### config.mk
export PLATFORM = sky130hd
export DESIGN_NAME = decode_2x2_block_to_rgb_top
export DESIGN_NICKNAME = d
export VERILOG_FILES = /design/src/rtl/core/d2r_pkg.sv /design/src/rtl/core/decode_2x2_block_to_rgb_top.sv /design/src/rtl/core/d2r_unpack.sv /design/src/rtl/core/d2r_luma.sv /design/src/rtl/core/d2r_mix.sv /design/src/rtl/core/d2r_scale.sv
export SDC_FILE = /design/constraint.sdc
export NUM_CORES = 2
export LEC_CHECK = 0
export ABC_AREA = 1
export ABC_CLOCK_PERIOD_IN_PS = 8600
export BUFFER_PORTS_ARGS = -buffer_cell sky130_fd_sc_hd__buf_2
export CAP_MARGIN = 20
export CORE_ASPECT_RATIO = 0.8
export CORE_UTILIZATION = 41
export DETAILED_ROUTE_END_ITERATION = 12
export GPL_ROUTABILITY_DRIVEN = 0
export GPL_TIMING_DRIVEN = 0
export HOLD_SLACK_MARGIN = 0.1
export SYNTH_ARGS = -nofsm -noshare
export SYNTH_HDL_FRONTEND = slang
export SYNTH_SLANG_ARGS = --single-unit
### constraint.sdc
create_clock -name clk -period 8.6 [get_ports clk]
set_clock_uncertainty 0.15 [all_clocks]
set_input_delay 1.72 -clock clk [delete_from_list [all_inputs] [get_ports clk]]
set_output_delay 1.72 -clock clk [all_outputs]
set_load 0.02 [all_outputs]
### src/rtl/core/d2r_pkg.sv
// ----------------------------------------------------------------------------
// d2r_pkg
// Shared types, constants and lookup tables for the 2x2 block to RGB decoder.
// Values are fixed point with 14 fraction bits (Q14), products and channel sums Q28.
// ----------------------------------------------------------------------------
package d2r_pkg;

  // fixed point reference levels
  localparam int OneQ14  = 16384;
  localparam int HalfQ14 = 8192;

  // number of chroma configuration registers and their index width
  localparam int NumChromaRegs = 4;
  localparam int CfgIdxW       = 2;
  localparam int CfgDataW      = 64;

  // ycbcr-style conversion weights in q14
  localparam logic signed [15:0] KRedPr   = 16'sd22971;
  localparam logic signed [15:0] KGreenPb = 16'sd5638;
  localparam logic signed [15:0] KGreenPr = 16'sd11700;
  localparam logic signed [15:0] KBluePb  = 16'sd29032;

  // scalar types
  typedef logic [14:0]        luma_t;   // 0 .. 16384
  typedef logic signed [14:0] coef_t;   // -8192 .. 8192
  typedef logic signed [28:0] prod_t;   // weighted chroma term, |x| < 2^28
  typedef logic [3:0][CfgDataW-1:0] chroma_regs_t;

  // lookup table types
  typedef luma_t a_lut_t [64];
  typedef coef_t cos_lut_t [64];

  // dc term dequantization: (a*16384 + 31) / 63, clipped to one
  function automatic a_lut_t build_a_lut();
    a_lut_t t;
    int     v;
    for (int i = 0; i < 64; i++) begin
      v = (i * OneQ14 + 31) / 63;
      if (v > OneQ14) v = OneQ14;
      t[i] = luma_t'(v);
    end
    return t;
  endfunction

  // cosine term dequantization: v*4915/31, rounded half away from zero
  function automatic cos_lut_t build_cos_lut();
    cos_lut_t t;
    int       s;
    int       n;
    int       q;
    for (int i = 0; i < 64; i++) begin
      s = (i >= 32) ? i - 64 : i;
      n = s * 4915;
      if (n >= 0) q = (n + 15) / 31;
      else        q = -((-n + 15) / 31);
      if (q > HalfQ14)  q = HalfQ14;
      if (q < -HalfQ14) q = -HalfQ14;
      t[i] = coef_t'(q);
    end
    return t;
  endfunction

  localparam a_lut_t   ALut   = build_a_lut();
  localparam cos_lut_t CosLut = build_cos_lut();

  // stage 1: dequantized terms and chroma
  typedef struct packed {
    luma_t a;
    coef_t b;
    coef_t c;
    coef_t d;
    coef_t pb;
    coef_t pr;
  } s1_t;

  // stage 2: clipped lumas (tl, tr, bl, br) and weighted chroma terms
  typedef struct packed {
    luma_t [3:0] y;
    prod_t       r_pr;
    prod_t       g_pb;
    prod_t       g_pr;
    prod_t       b_pb;
  } s2_t;

  // stage 3: rounded q14 channels, index pixel*3 + channel
  typedef struct packed {
    luma_t [11:0] x;
  } s3_t;

  // final 8-bit channels, index pixel*3 + channel
  typedef logic [11:0][7:0] chan_t;

endpackage

### src/rtl/core/decode_2x2_block_to_rgb_top.sv
// ----------------------------------------------------------------------------
// decode_2x2_block_to_rgb_top
// Decodes one packed 32-bit codeword into the RGB values of a 2x2 pixel block.
// ----------------------------------------------------------------------------
// Four-stage pipeline: unpack and table lookup, inverse transform with the
// chroma multiplies, q28 channel sums with rounding, then scaling to 8 bits
// in the output register. A codeword can be taken every cycle unless every
// stage is full and the output is stalled; each result passes through the
// stage registers in order to the outputs. The four stages each hold one
// item, so a stalled output keeps accepting input until every stage is full.
// Chroma table registers 0..3 hold sixteen signed q15 entries and should be
// written only while no codeword is in flight.
module decode_2x2_block_to_rgb_top (
  input  logic                          clk,
  input  logic                          rst,
  input  logic                          cfg_write,
  input  logic [d2r_pkg::CfgIdxW-1:0]   cfg_index,
  input  logic [d2r_pkg::CfgDataW-1:0]  cfg_data,
  input  logic                          in_valid,
  output logic                          in_ready,
  input  logic [31:0]                   codeword,
  output logic                          out_valid,
  input  logic                          out_ready,
  output logic [7:0]                    red_top_left,
  output logic [7:0]                    green_top_left,
  output logic [7:0]                    blue_top_left,
  output logic [7:0]                    red_top_right,
  output logic [7:0]                    green_top_right,
  output logic [7:0]                    blue_top_right,
  output logic [7:0]                    red_bottom_left,
  output logic [7:0]                    green_bottom_left,
  output logic [7:0]                    blue_bottom_left,
  output logic [7:0]                    red_bottom_right,
  output logic [7:0]                    green_bottom_right,
  output logic [7:0]                    blue_bottom_right
);
  import d2r_pkg::*;

  chroma_regs_t chroma_regs;

  logic  s1_valid;
  logic  s1_ready;
  s1_t   s1_data;
  logic  s2_valid;
  logic  s2_ready;
  s2_t   s2_data;
  logic  s3_valid;
  logic  s3_ready;
  s3_t   s3_data;
  chan_t chan;

  // chroma table registers
  always_ff @(posedge clk) begin
    if (rst) begin
      chroma_regs <= '0;
    end else if (cfg_write) begin
      chroma_regs[cfg_index] <= cfg_data;
    end
  end

  d2r_unpack u_unpack (
    .clk         (clk),
    .rst         (rst),
    .chroma_regs (chroma_regs),
    .in_valid    (in_valid),
    .in_ready    (in_ready),
    .codeword    (codeword),
    .out_valid   (s1_valid),
    .out_ready   (s1_ready),
    .out_data    (s1_data)
  );

  d2r_luma u_luma (
    .clk       (clk),
    .rst       (rst),
    .in_valid  (s1_valid),
    .in_ready  (s1_ready),
    .in_data   (s1_data),
    .out_valid (s2_valid),
    .out_ready (s2_ready),
    .out_data  (s2_data)
  );

  d2r_mix u_mix (
    .clk       (clk),
    .rst       (rst),
    .in_valid  (s2_valid),
    .in_ready  (s2_ready),
    .in_data   (s2_data),
    .out_valid (s3_valid),
    .out_ready (s3_ready),
    .out_data  (s3_data)
  );

  d2r_scale u_scale (
    .clk       (clk),
    .rst       (rst),
    .in_valid  (s3_valid),
    .in_ready  (s3_ready),
    .in_data   (s3_data),
    .out_valid (out_valid),
    .out_ready (out_ready),
    .out_data  (chan)
  );

  // result fields, pixel-major
  assign red_top_left       = chan[0];
  assign green_top_left     = chan[1];
  assign blue_top_left      = chan[2];
  assign red_top_right      = chan[3];
  assign green_top_right    = chan[4];
  assign blue_top_right     = chan[5];
  assign red_bottom_left    = chan[6];
  assign green_bottom_left  = chan[7];
  assign blue_bottom_left   = chan[8];
  assign red_bottom_right   = chan[9];
  assign green_bottom_right = chan[10];
  assign blue_bottom_right  = chan[11];

endmodule

### src/rtl/core/d2r_unpack.sv
// ----------------------------------------------------------------------------
// d2r_unpack
// Stage 1: splits the codeword, dequantizes the dc and cosine terms by
// table and looks up both chroma values in the configuration registers.
// ----------------------------------------------------------------------------
module d2r_unpack (
  input  logic                  clk,
  input  logic                  rst,
  input  d2r_pkg::chroma_regs_t chroma_regs,
  input  logic                  in_valid,
  output logic                  in_ready,
  input  logic [31:0]           codeword,
  output logic                  out_valid,
  input  logic                  out_ready,
  output d2r_pkg::s1_t          out_data
);
  import d2r_pkg::*;

  logic valid;
  s1_t  data;
  s1_t  data_next;

  // q15 table entry to q14, floor((e+1)/2), clipped to +-0.5
  function automatic coef_t chroma_q14(input logic [15:0] u);
    logic signed [16:0] es;
    logic signed [16:0] q;
    coef_t              r;
    es = signed'({u[15], u}) + 17'sd1;
    q  = es >>> 1;
    if (q > 17'sd8192)       r = coef_t'(HalfQ14);
    else if (q < -17'sd8192) r = -coef_t'(HalfQ14);
    else                     r = q[14:0];
    return r;
  endfunction

  // entry select for a 4-bit chroma index
  function automatic logic [15:0] chroma_entry(input chroma_regs_t regs,
                                               input logic [3:0] idx);
    logic [CfgDataW-1:0] word;
    word = regs[idx[3:2]];
    return word[{idx[1:0], 4'b0000} +: 16];
  endfunction

  // field decode and table lookups
  always_comb begin
    data_next.a  = ALut[codeword[31:26]];
    data_next.b  = CosLut[codeword[25:20]];
    data_next.c  = CosLut[codeword[19:14]];
    data_next.d  = CosLut[codeword[13:8]];
    data_next.pb = chroma_q14(chroma_entry(chroma_regs, codeword[7:4]));
    data_next.pr = chroma_q14(chroma_entry(chroma_regs, codeword[3:0]));
  end

  assign in_ready = !valid || out_ready;

  // stage valid
  always_ff @(posedge clk) begin
    if (rst) begin
      valid <= 1'b0;
    end else if (in_ready) begin
      valid <= in_valid;
    end
  end

  // stage payload
  always_ff @(posedge clk) begin
    if (in_ready && in_valid) begin
      data <= data_next;
    end
  end

  assign out_valid = valid;
  assign out_data  = data;

  // a transfer always lands in this stage
  assert property (@(posedge clk) disable iff (rst)
    in_valid && in_ready |=> valid)
    else $error("d2r_unpack: accepted item lost");

  // dequantized terms stay in range
  assert property (@(posedge clk) disable iff (rst)
    valid |-> data.a <= luma_t'(OneQ14) && data.pb <= coef_t'(HalfQ14)
              && data.pb >= -coef_t'(HalfQ14) && data.pr <= coef_t'(HalfQ14)
              && data.pr >= -coef_t'(HalfQ14))
    else $error("d2r_unpack: term out of range");

endmodule

### src/rtl/core/d2r_luma.sv
// ----------------------------------------------------------------------------
// d2r_luma
// Stage 2: inverse 2x2 transform with luma clipping, and the four chroma
// weight multiplications.
// ----------------------------------------------------------------------------
module d2r_luma (
  input  logic         clk,
  input  logic         rst,
  input  logic         in_valid,
  output logic         in_ready,
  input  d2r_pkg::s1_t in_data,
  output logic         out_valid,
  input  logic         out_ready,
  output d2r_pkg::s2_t out_data
);
  import d2r_pkg::*;

  logic valid;
  s2_t  data;
  s2_t  data_next;

  logic signed [16:0] a_s;
  logic signed [16:0] b_s;
  logic signed [16:0] c_s;
  logic signed [16:0] d_s;
  logic signed [16:0] y_raw [4];
  logic signed [30:0] p_r_pr;
  logic signed [30:0] p_g_pb;
  logic signed [30:0] p_g_pr;
  logic signed [30:0] p_b_pb;

  // clip to 0 .. one
  function automatic luma_t clip_luma(input logic signed [16:0] v);
    luma_t r;
    if (v < 17'sd0)            r = '0;
    else if (v > 17'sd16384)   r = luma_t'(OneQ14);
    else                       r = v[14:0];
    return r;
  endfunction

  // inverse transform and chroma weights
  always_comb begin
    a_s = signed'({2'b00, in_data.a});
    b_s = 17'(in_data.b);
    c_s = 17'(in_data.c);
    d_s = 17'(in_data.d);
    y_raw[0] = a_s - b_s - c_s + d_s;
    y_raw[1] = a_s - b_s + c_s - d_s;
    y_raw[2] = a_s + b_s - c_s - d_s;
    y_raw[3] = a_s + b_s + c_s + d_s;
    for (int k = 0; k < 4; k++) begin
      data_next.y[k] = clip_luma(y_raw[k]);
    end

    // chroma weights
    p_r_pr = KRedPr   * in_data.pr;
    p_g_pb = KGreenPb * in_data.pb;
    p_g_pr = KGreenPr * in_data.pr;
    p_b_pb = KBluePb  * in_data.pb;
    data_next.r_pr = p_r_pr[28:0];
    data_next.g_pb = p_g_pb[28:0];
    data_next.g_pr = p_g_pr[28:0];
    data_next.b_pb = p_b_pb[28:0];
  end

  assign in_ready = !valid || out_ready;

  // stage valid
  always_ff @(posedge clk) begin
    if (rst) begin
      valid <= 1'b0;
    end else if (in_ready) begin
      valid <= in_valid;
    end
  end

  // stage payload
  always_ff @(posedge clk) begin
    if (in_ready && in_valid) begin
      data <= data_next;
    end
  end

  assign out_valid = valid;
  assign out_data  = data;

  // lumas are clipped to one
  assert property (@(posedge clk) disable iff (rst)
    valid |-> data.y[0] <= luma_t'(OneQ14) && data.y[1] <= luma_t'(OneQ14)
              && data.y[2] <= luma_t'(OneQ14) && data.y[3] <= luma_t'(OneQ14))
    else $error("d2r_luma: luma above one");

endmodule

### src/rtl/core/d2r_mix.sv
// ----------------------------------------------------------------------------
// d2r_mix
// Stage 3: forms the q28 red, green and blue sums for each pixel, clips
// them to 0..1 and rounds back to q14.
// ----------------------------------------------------------------------------
module d2r_mix (
  input  logic         clk,
  input  logic         rst,
  input  logic         in_valid,
  output logic         in_ready,
  input  d2r_pkg::s2_t in_data,
  output logic         out_valid,
  input  logic         out_ready,
  output d2r_pkg::s3_t out_data
);
  import d2r_pkg::*;

  logic valid;
  s3_t  data;
  s3_t  data_next;

  logic signed [30:0] yq [4];
  logic signed [30:0] r_pr_s;
  logic signed [30:0] g_pb_s;
  logic signed [30:0] g_pr_s;
  logic signed [30:0] b_pb_s;

  // clip a q28 sum to 0 .. 2^28 and round to q14
  function automatic luma_t round_q14(input logic signed [30:0] s);
    logic [28:0] c;
    logic [29:0] t;
    if (s < 31'sd0)                  c = '0;
    else if (s > 31'sd268435456)     c = 29'h1000_0000;
    else                             c = s[28:0];
    t = 30'(c) + 30'd8192;
    return t[28:14];
  endfunction

  // per-pixel channel sums
  always_comb begin
    r_pr_s = 31'(in_data.r_pr);
    g_pb_s = 31'(in_data.g_pb);
    g_pr_s = 31'(in_data.g_pr);
    b_pb_s = 31'(in_data.b_pb);
    for (int k = 0; k < 4; k++) begin
      yq[k] = signed'({2'b00, in_data.y[k], 14'b0});
      data_next.x[k*3 + 0] = round_q14(yq[k] + r_pr_s);
      data_next.x[k*3 + 1] = round_q14(yq[k] - g_pb_s - g_pr_s);
      data_next.x[k*3 + 2] = round_q14(yq[k] + b_pb_s);
    end
  end

  assign in_ready = !valid || out_ready;

  // stage valid
  always_ff @(posedge clk) begin
    if (rst) begin
      valid <= 1'b0;
    end else if (in_ready) begin
      valid <= in_valid;
    end
  end

  // stage payload
  always_ff @(posedge clk) begin
    if (in_ready && in_valid) begin
      data <= data_next;
    end
  end

  assign out_valid = valid;
  assign out_data  = data;

  // rounded channels 0, 4, 8 and 11 never pass one
  assert property (@(posedge clk) disable iff (rst)
    valid |-> data.x[0] <= luma_t'(OneQ14) && data.x[4] <= luma_t'(OneQ14)
              && data.x[8] <= luma_t'(OneQ14) && data.x[11] <= luma_t'(OneQ14))
    else $error("d2r_mix: channel above one");

endmodule

### src/rtl/core/d2r_scale.sv
// ----------------------------------------------------------------------------
// d2r_scale
// Stage 4: scales each q14 channel by 255, truncates, saturates and holds
// the result in the output register.
// ----------------------------------------------------------------------------
module d2r_scale (
  input  logic          clk,
  input  logic          rst,
  input  logic          in_valid,
  output logic          in_ready,
  input  d2r_pkg::s3_t  in_data,
  output logic          out_valid,
  input  logic          out_ready,
  output d2r_pkg::chan_t out_data
);
  import d2r_pkg::*;

  logic  valid;
  chan_t data;
  chan_t data_next;

  // x*255 >> 14 with saturation at 255
  function automatic logic [7:0] to_byte(input luma_t x);
    logic [22:0] m;
    logic [8:0]  v;
    m = {x, 8'b0} - 23'(x);
    v = m[22:14];
    return (v > 9'd255) ? 8'hff : v[7:0];
  endfunction

  // channel scaling
  always_comb begin
    for (int i = 0; i < 12; i++) begin
      data_next[i] = to_byte(in_data.x[i]);
    end
  end

  assign in_ready = !valid || out_ready;

  // output valid
  always_ff @(posedge clk) begin
    if (rst) begin
      valid <= 1'b0;
    end else if (in_ready) begin
      valid <= in_valid;
    end
  end

  // output register
  always_ff @(posedge clk) begin
    if (in_ready && in_valid) begin
      data <= data_next;
    end
  end

  assign out_valid = valid;
  assign out_data  = data;

  // an empty output register never blocks the stage before it
  assert property (@(posedge clk) disable iff (rst)
    !valid |-> in_ready)
    else $error("d2r_scale: stall with empty output");

endmodule

==> results.json <==
{
  "routedWlPerCell_um": 20.2,
  "finalCritPeriodShare_pct": 77.1,
  "cp-startpoint": "u_unpack.out_data[6]",
  "route.detailed.drc": 0,
  "grt_max_degree": 130,
  "setup.worst_path.end_class": "flip-flop",
  "io_pins": 201,
  "worstPathRequired_ps": 8930,
  "hold_class": "reg -> reg",
  "ys.flop_type": "edfxtp_1",
  "fin_setup_tns_ps": 0,
  "crit_end": "u_luma.out_data[56]",
  "synth_area_leaders": "edfxtp_1 (20%), ha_1 (12%), nand2_1 (11%)",
  "hold_viol_final": 0,
  "synth_cells": 10600,
  "r2r_end": "u_luma.out_data[56]",
  "hp-start": "chroma_regs[134]",
  "root_buffer": "clkbuf_16",
  "syn-cell-area_um2": 79100,
  "yosysWarnings": 0,
  "grtUsageTotal_pct": 27.4,
  "die_w_um": 493,
  "path_class": "reg -> reg",
  "grt_antenna_before_repair": 17,
  "port_buffers": 190,
  "max_freq_ghz": 0.151,
  "syn-num-nets": 11900,
  "overflow": 0,
  "viasPerCell": 5.52,
  "ir_drop_v": 0.000456,
  "nFillCells": 19000,
  "p_per_area_nw_per_um2": 442,
  "yosysUniqueCellTypes": 70,
  "drt-total-wl_um": 273000,
  "cts_tree": "built",
  "r2r_setup_slack_ps": 1970,
  "grt_pass1_wl_um": 411000,
  "nets": 12200,
  "crit_arrival_ps": 6960,
  "period_needed_ps": 6630,
  "syn_to_final_growth_pct": 9.26,
  "initial_core_util_pct": 41.5,
  "worstMarginPinSlew_ps": 1120,
  "critPathMaxFanout": 8,
  "synth-async-reset-ratio_pct": 0,
  "path_clk_slew_ps": 60,
  "rsz0062_at_grt": "false",
  "drive_above_1_share_pct": 5.12,
  "hpwl_um": 219000,
  "die_area_um2": 195000,
  "cts.hold.buffers_added": 0,
  "cts_buffer_depth": 3,
  "synth_top_area_share_pct": 20.0,
  "die_h_um": 395,
  "rows": 143,
  "antenna_left": 0,
  "setup_viol": 0,
  "yosysSeqAreaShare_pct": 26.6,
  "cts_made_buffers": 88,
  "whs_path_depth": 2,
  "cts_setup_buffers": 0,
  "r2r_cells": 21,
  "synth_edf_count": 528,
  "place_inst": 13300,
  "final_cells": 13500,
  "dr.pass1.iters": 9,
  "synth-seq-cells": 788,
  "reg2reg_from": "u_unpack.out_data[6]",
  "drt-initial-drc-count": 8906,
  "grt_pass1_vias": 69700,
  "max_slew_margin_pct": 25.0,
  "vias": 74600,
  "cts.repair.resized": 0,
  "clkLatencyLatePin_ps": 790,
  "cts_htree_levels": 3,
  "drv_cap": 0,
  "status": "finished, final reports clean",
  "p_leak_nw": 40.7,
  "yosysTopAreaCell": "edfxtp_1",
  "avgSynthCellArea_um2": 7.46,
  "core_um2": 191000,
  "start_kind": "flip-flop",
  "final-max-slew-violation-count": 0,
  "cts_sinks": 788
}
## layout make-up
| type | instances | area, um2 | share of cell area (%) |
|---|---|---|---|
| Inverter | 1850 | 6960 | 8.05 |
| Multi-Input combinational cell | 7699 | 49900 | 57.7 |
| Clock inverter | 54 | 659 | 0.763 |
| Tap cell | 2537 | 3170 | 3.67 |
| Sequential cell | 788 | 21100 | 24.4 |
| Buffer | 266 | 1240 | 1.43 |
| Clock buffer | 110 | 2320 | 2.69 |
| Antenna cell | 13 | 32.5 | 0.0376 |
| Timing Repair Buffer | 197 | 1110 | 1.28 |
## worst max-delay path, stage by stage (launching register included)
cell      delay (ps)
edfxtp_1         680
ha_1             690
inv_1            160
fa_1             540
fa_1             450
fa_1             500
fa_1             500
inv_1             40
ha_1             340
nand2_1          100
inv_1             40
a21oi_1          250
o21ai_0          200
a21boi_0         400
o21bai_1         160
a21boi_0         330
o21ai_0          180
nand2_1           90
nand2_1           40
nand2_1           50
nand2_1           60
xor2_1           390
## metrics by stage
step / power, W / util (%) / setup WS [ps] / hold slack [ps] / cell area (um2)
finish: 0.0382 / 45.3 / 1970 / 330 / 86500
global route: 0.0417 / 45.3 / 1590 / 336 / 86400
CTS: 0.0376 / 45.3 / 1980 / 324 / 86400
detailed placement: 0.0335 / 43.8 / 2030 / 314 / 83400
global placement: 0.0333 / 43.7 / -473 / 306 / 83300
floorplan: 0.0260 / - / 2100 / 298 / 79100
## sequential cells by signal, indices dropped and copies added, names as in the netlist
| name | flops |
|---|---|
| chroma_regs | 256 |
| u_luma.out_data | 168 |
| u_luma.out_valid | 1 |
| u_mix.out_data | 180 |
| u_mix.out_valid | 1 |
| u_scale.out_data | 96 |
| u_scale.out_valid | 1 |
| u_unpack.out_data | 84 |
| u_unpack.out_valid | 1 |
## how the worst min path moves through the flow
stage                                   to  slack (ps)
after floorplan           chroma_regs[173]         300
after global placement    u_luma.out_valid         310
after detailed placement    chroma_regs[9]         310
after CTS                   chroma_regs[9]         320
after global routing      chroma_regs[190]         340
final                     chroma_regs[134]         330
## power by group
group | total (W) | internal, W | switching, W
clock network | 0.00394 | 0.00219 | 0.00174
logic | 0.0280 | 0.00922 | 0.0187
registers | 0.00629 | 0.00545 | 0.000838
total | 0.0382 | 0.0169 | 0.0213
## synthesized netlist by cell type, types with 15 or more instances
master and instances:
buf_1 15, a31oi_1 46, inv_2 18, buf_4 28
nor4_1 23, clkbuf_1 147, nand3b_1 58, nand2_2 16
o21ai_0 367, a21o_1 27, nor2_2 29, xor2_1 294
a211oi_1 159, nor2_1 1052, nand2_1 2222, fa_1 397
inv_1 1821, xnor2_1 122, or2_2 24, o221ai_1 19
buf_2 70, nand4_1 241, o211ai_1 139, nor3_1 100
o21bai_1 49, nand3_1 708, ha_1 769, dfxtp_1 260
a21oi_1 688, edfxtp_1 528
## cell usage in the layout (no fill, tap or decap), types with 13 or more instances in the layout
| master | count |
|---|---|
| o21ai_0 | 367 |
| clkbuf_16 | 88 |
| o211ai_1 | 139 |
| a31oi_1 | 46 |
| o21a_1 | 13 |
| ha_1 | 769 |
| buf_2 | 260 |
| nand3b_1 | 58 |
| nand4_1 | 241 |
| diode_2 | 13 |
| inv_1 | 1819 |
| edfxtp_1 | 528 |
| xor2_1 | 294 |
| clkinv_1 | 28 |
| fa_1 | 397 |
| buf_1 | 15 |
| nand2_2 | 16 |
| clkbuf_1 | 165 |
| nand3_1 | 708 |
| a21oi_1 | 688 |
| a21boi_0 | 14 |
| xnor2_1 | 122 |
| a21o_1 | 27 |
| o21bai_1 | 49 |
| dfxtp_1 | 260 |
| nor2_2 | 29 |
| nor2_1 | 1050 |
| inv_2 | 18 |
| or2_2 | 24 |
| buf_4 | 28 |
| nand2_1 | 2222 |
| nor3_1 | 100 |
| nor4_1 | 23 |
| a211oi_1 | 159 |
| o221ai_1 | 19 |
## per-layer routing
layer	vias to the layer above	global-route usage (%)	share of wire, %
met4	16	9.91	4.1
li1	35300	-	-
met1	34500	37.7	44
met2	3998	38.9	39
met5	-	0.197	0.050
met3	717	9.91	13
## cell families (layout without fill, tap and decap cells)
| kind of cell | after synthesis | in the layout | synth area share (%) |
|---|---|---|---|
| xor+xnor | 421 | 421 | 4.71 |
| simple gates | 4510 | 4510 | 24.2 |
| fa+ha+maj | 1166 | 1166 | 22.2 |
| mux | 2 | 2 | 0.0253 |
| buf+inv | 2116 | 2477 | 10.3 |
| compound gates | 1600 | 1600 | 11.9 |
| other cells | 0 | 13 | 0 |
| flops | 788 | 788 | 26.6 |
Note: power is estimated with default switching activity, not from simulation.
